<file path="src/design/assert_macros.svh">
// assertion macros shared by the list core
`ifndef ASSERT_MACROS_SVH
`define ASSERT_MACROS_SVH

// same-cycle implication
`define ASSERT_IMPLIES(lbl, ck, rs, ante, cons) \
  lbl: assert property (@(posedge ck) disable iff (rs) (ante) |-> (cons)) \
    else $error("assertion failed");

// next-cycle implication
`define ASSERT_NEXT(lbl, ck, rs, ante, cons) \
  lbl: assert property (@(posedge ck) disable iff (rs) (ante) |=> (cons)) \
    else $error("assertion failed");

`endif

</file>
<file path="src/design/olis_pkg.sv">
// types, codes and sizes of the ordered list core
package olis_pkg;

  localparam int DEPTH  = 1024;
  localparam int IDX_W  = $clog2(DEPTH);
  localparam int CNT_W  = $clog2(DEPTH + 1);
  localparam int POS_W  = 11;
  localparam int CMP_W  = ((POS_W > CNT_W) ? POS_W : CNT_W) + 1;
  localparam int LEAVES = 1 << IDX_W;
  localparam int NODES  = 2 * LEAVES - 1;
  localparam int WAIT_W = $clog2(IDX_W + 2);

  typedef logic [31:0] word_t;

  typedef enum logic [1:0] {
    REQ_CLEAR  = 2'd0,
    REQ_INSERT = 2'd1,
    REQ_DELETE = 2'd2,
    REQ_LOCATE = 2'd3
  } req_t;

  typedef enum logic [2:0] {
    ST_OK       = 3'd0,
    ST_BADPOS   = 3'd1,
    ST_FULL     = 3'd2,
    ST_EMPTY    = 3'd3,
    ST_NOTFOUND = 3'd4
  } status_t;

  typedef struct packed {
    req_t               req_type;
    logic [POS_W-1:0]   position;
    logic signed [31:0] value;
  } req_beat_t;

  typedef struct packed {
    status_t          status;
    logic [POS_W-1:0] found_position;
    logic [POS_W-1:0] count;
  } rsp_beat_t;

  typedef struct packed {
    logic             ins_en;
    logic             del_en;
    logic [IDX_W-1:0] slot;
    logic [CNT_W-1:0] count;
    word_t            data;
    word_t            key;
  } cell_ctl_t;

endpackage

</file>
<file path="src/design/olis_cell.sv">
// one list cell: holds an entry, shifts with its neighbours, compares against the key
module olis_cell import olis_pkg::*; (
  input  logic             clk,
  input  cell_ctl_t        ctl,
  input  logic [IDX_W-1:0] cell_idx,
  input  word_t            prev_val,
  input  word_t            next_val,
  output word_t            val,
  output logic             hit
);

  always_ff @(posedge clk) begin
    if (ctl.ins_en && (cell_idx == ctl.slot)) begin
      val <= ctl.data;
    end else if (ctl.ins_en && (cell_idx > ctl.slot)) begin
      val <= prev_val;
    end else if (ctl.del_en && (cell_idx >= ctl.slot)) begin
      val <= next_val;
    end
    hit <= (val == ctl.key) && (CNT_W'(cell_idx) < ctl.count);
  end

endmodule

</file>
<file path="config.mk">
export PLATFORM = sky130hd
export DESIGN_NAME = olis_cell
export DESIGN_NICKNAME = d
export VERILOG_FILES = /design/src/design/assert_macros.svh /design/src/design/olis_pkg.sv /design/src/design/olis_cell.sv
export SDC_FILE = /design/constraint.sdc
export NUM_CORES = 1
export LEC_CHECK = 0
export BUFFER_PORTS_ARGS = -buffer_cell sky130_fd_sc_hd__clkbuf_2
export CAP_MARGIN = 0
export CORE_UTILIZATION = 43
export CTS_CLUSTER_DIAMETER = 50
export DETAILED_ROUTE_END_ITERATION = 16
export PLACE_DENSITY_LB_ADDON = 0.1
export SETUP_SLACK_MARGIN = 0.3
export SYNTH_ARGS = -nofsm -noshare
export SYNTH_HDL_FRONTEND = slang
export SYNTH_SLANG_ARGS = --single-unit
</file>
<file path="constraint.sdc">
create_clock -name clk -period 3.1 [get_ports clk]
set_input_delay 0 -clock clk [delete_from_list [all_inputs] [get_ports clk]]
set_output_delay 0 -clock clk [all_outputs]
set_load 0.02 [all_outputs]
</file>
==> summary.txt <==
Outcome
  • Status: finished, final reports clean

Pwr
  • Seq pwr share: ~44%
  • Cell Pwr Density: between 300 and 400 nW/um^2
  • LEAKAGE: roughly 1.8 nW
  • Logic pwr share: roughly 33%
  • Worst IR Drop VDD: approximately 0.23 mV
  • Clock power share: a little under a quarter
  • Switching Fraction: about a third
  • P_sw: about 0.47 mW
  • Pint: 0.953 mW

Logic synthesis
  • Most numerous cell in the Yosys netlist: nand2b_1
  • Share of the synthesized area in the top cell type: about two fifths
  • Post-synth cell types: 33
  • Number of synthesized register bits: 33
  • Syn. warnings: 0
  • Net Count, Synth: 401
  • Ys flop type: edfxtp_1
  • Top post-synthesis cells by area: edfxtp_1 39%, o221a_1 14%, xor2_1 11%
  • Synth Instances: 220
  • Number of flops mapped to enable cells by yosys: 32
  • Post-synthesis sequential area ratio: about two fifths
  • Synthesized area per cell: 11.3 um^2
  • Ys async rst share: 0%
  • Synth Cell Area: about 2500 um^2
  • Top cells by count, synth: 33 x nand2b_1, 32 x edfxtp_1, 30 x o221a_1, 30 x xor2_1, 21 x inv_1
  • Cell taking the most area after synthesis: edfxtp_1

Worst setup path
  • WP buf/inv: 0
  • Largest stage delay on the critical path: 0.54 ns
  • WP data arrival: around 2.2 ns
  • CP Max Fanout: 2
  • Setup crit end kind: flip-flop
  • Worst path top cell family by delay: simple AND/OR/NAND/NOR gates
  • Critical Path Source: val[8]$_DFFE_PP_
  • Crit-path cells: xor2_1, nor4_1, nand4_1, or4_1, a31oi_1
  • Startpoint Class: flip-flop
  • Required time worst endpoint: about 3.3 ns
  • Worst R2R Setup Slack: 1.07 ns
  • RR Startpoint: val[8]$_DFFE_PP_
  • Critical path class: reg2reg
  • Reg2Reg Depth: 5
  • FF-to-FF End: hit$_DFF_P_
  • Slowest CP cell: or4_1

Layout
  • Layout overhead on the synthesized area: 45.8%
  • Fillers: 473
  • Final cell count without fillers: 490
  • Share of cells above drive strength 1: 51.2%
  • Footprint of the multi-input gates: 1360 um^2
  • Final layout net count: 598
  • Register area: about 980 um^2
  • Fin util: between 60% and 70%
  • Ant. Diodes: 0

Timing
  • Worst slew margin relative to its limit: around 58%
  • Final setup vio count: 0
  • Final Skew: between 0.008 and 0.009 ns
  • Setup TNS: 0 ns
  • RSZ-0062 raised after global routing: no
  • Slew Viols, Final: 0
  • Period utilization: around two thirds
  • Fmax: 494 MHz
  • Min Hold Slack: 0.0401 ns
  • Fin. Hold Viols: 0
  • Tmin final: about 2.0 ns
  • Worst-margin pin slew: between 0.6 and 0.7 ns

Global routing
  • Largest net degree at the start of global routing: 33
  • GRT Total Usage: between 20% and 30%
  • Global-route wire length before repair: 11100 um
  • Initial antenna violation count: 0
  • Vias in the first global route: 2444
  • Overflow after GRT: 0

CTS
  • Insertion delay to the later sink of the worst-skew pair: 0.29 ns
  • Root Buffer: clkbuf_8
  • CTS H-tree depth: 2
  • CTS tree: built
  • Clk buf depth: 2
  • Hold buffer count at cts: 0
  • Number of clock sinks: 33
  • Total CTS buffers: 5
  • Clock Pin Slew Worst Setup and Hold Paths: 0.08 ns
  • Post-CTS resize count: 0
  • Setup Fix Bufs, Post-CTS: 0

Die
  • Effective utilization at floorplan: about 45%
  • Die Ht: between 70 and 80 um
  • I/O Pins: slightly below 200
  • Core ar.: roughly 5500 um^2
  • Die width: approximately 78 um
  • Die ar.: slightly above 6000 um^2
  • Std-Cell Rows: 27

Drt
  • Via count: roughly 2500
  • Residual DRC count: 0
  • Vias/cell: around 5.1
  • DRT Pass-1 Iters: 4
  • Antenna Violating Nets Remaining: 0
  • First-iteration detailed-routing DRC count: between 80 and 90
  • Final wirelength: between 7000 and 8000 um
  • Post-DR wirelength/cell: between 10 and 15 um

Job
  • Max Cap Viol: 0

Place
  • GPL Wtd Cong: ~0.76
  • Port bufs: between 150 and 200
  • HPWL Detailed: slightly above 6000 um
  • Placed cells: 482

Worst hold path
  • Min-delay src: next_val[13]
  • Cells on Worst Hold Path: 2
  • Type of the worst min-delay path: in2reg
  • Hold EP: val[13]$_DFFE_PP_
-- state kept, by name, indices dropped and copies added, names as in the netlist --
name,count
hit,1
val,32
-- how the worst max path moves through the flow --
stage	end	slack (ns)	cells after the start
floorplan	val[0]$_DFFE_PP_	1.08	5
global placement	val[0]$_DFFE_PP_	1.01	9
detailed placement	val[12]$_DFFE_PP_	0.95	9
CTS	hit$_DFF_P_	1.08	5
global route	hit$_DFF_P_	0.96	5
finish	hit$_DFF_P_	1.07	5
-- routing by layer --
metal  GRT usage [%]  vias up  wire [um]
li1                -     1231          -
met1            28.1     1121       2920
met2            42.6      119       3570
met3            5.76        6        569
met4            5.19        0         59
met5               0        -          0
-- through the flow --
stage / total power, mW / setup slack (ns) / instance area, um^2
after floorplan: 0.895 / 1.08 / 2480
after global placement: 1.10 / 1.01 / 3530
after detailed placement: 1.11 / 0.948 / 3530
after CTS: 1.43 / 1.08 / 3620
after global routing: 1.50 / 0.963 / 3620
final: 1.42 / 1.07 / 3620
-- power by group through the flow --
stage	Sequential, mW	Combinational [mW]	Clock (mW)
after floorplan	0.706	0.190	0
after global placement	0.633	0.470	0
after detailed placement	0.633	0.477	0
after CTS	0.624	0.479	0.326
after global routing	0.631	0.516	0.348
final	0.623	0.473	0.325
-- final cells by class --
type,instances,share of cell area [%]
Inverter,21,2.18
Clock inverter,3,0.484
Clock buffer,5,1.90
Timing Repair Buffer,199,28.2
Sequential cell,33,27.1
Multi-Input combinational cell,157,37.7
Tap cell,72,2.49
-- worst register-to-register path, cell delays in order (launching register included) --
cell,delay [ns]
edfxtp_1,0.42
xor2_1,0.16
nor4_1,0.51
nand4_1,0.14
or4_1,0.54
a31oi_1,0.17
-- cell usage in the layout, fill, tap and decap left out, types with 2 or more instances in the layout --
master	count
clkbuf_2	194
nand2b_1	33
edfxtp_1	32
o221a_1	30
xor2_1	30
inv_1	21
ha_1	19
nand4_1	5
a21oi_1	5
nor4_1	5
clkbuf_8	5
nand2_1	4
buf_4	4
nor3_1	2
o21a_1	2
a211o_1	2
o221a_2	2
nor4_2	2
xnor2_1	2
a31oi_1	2
clkinv_2	2
-- cell families after synthesis --
kind of cell             synth area share [%]
buffers and inverters                    5.59
AND/OR/NAND/NOR                          14.4
flip-flops                               39.5
adder cells (fa/ha/maj)                  9.57
XOR/XNOR                                 11.3
AO/OA/AOI/OAI                            19.7
Note: power is estimated with default switching activity, not from simulation.
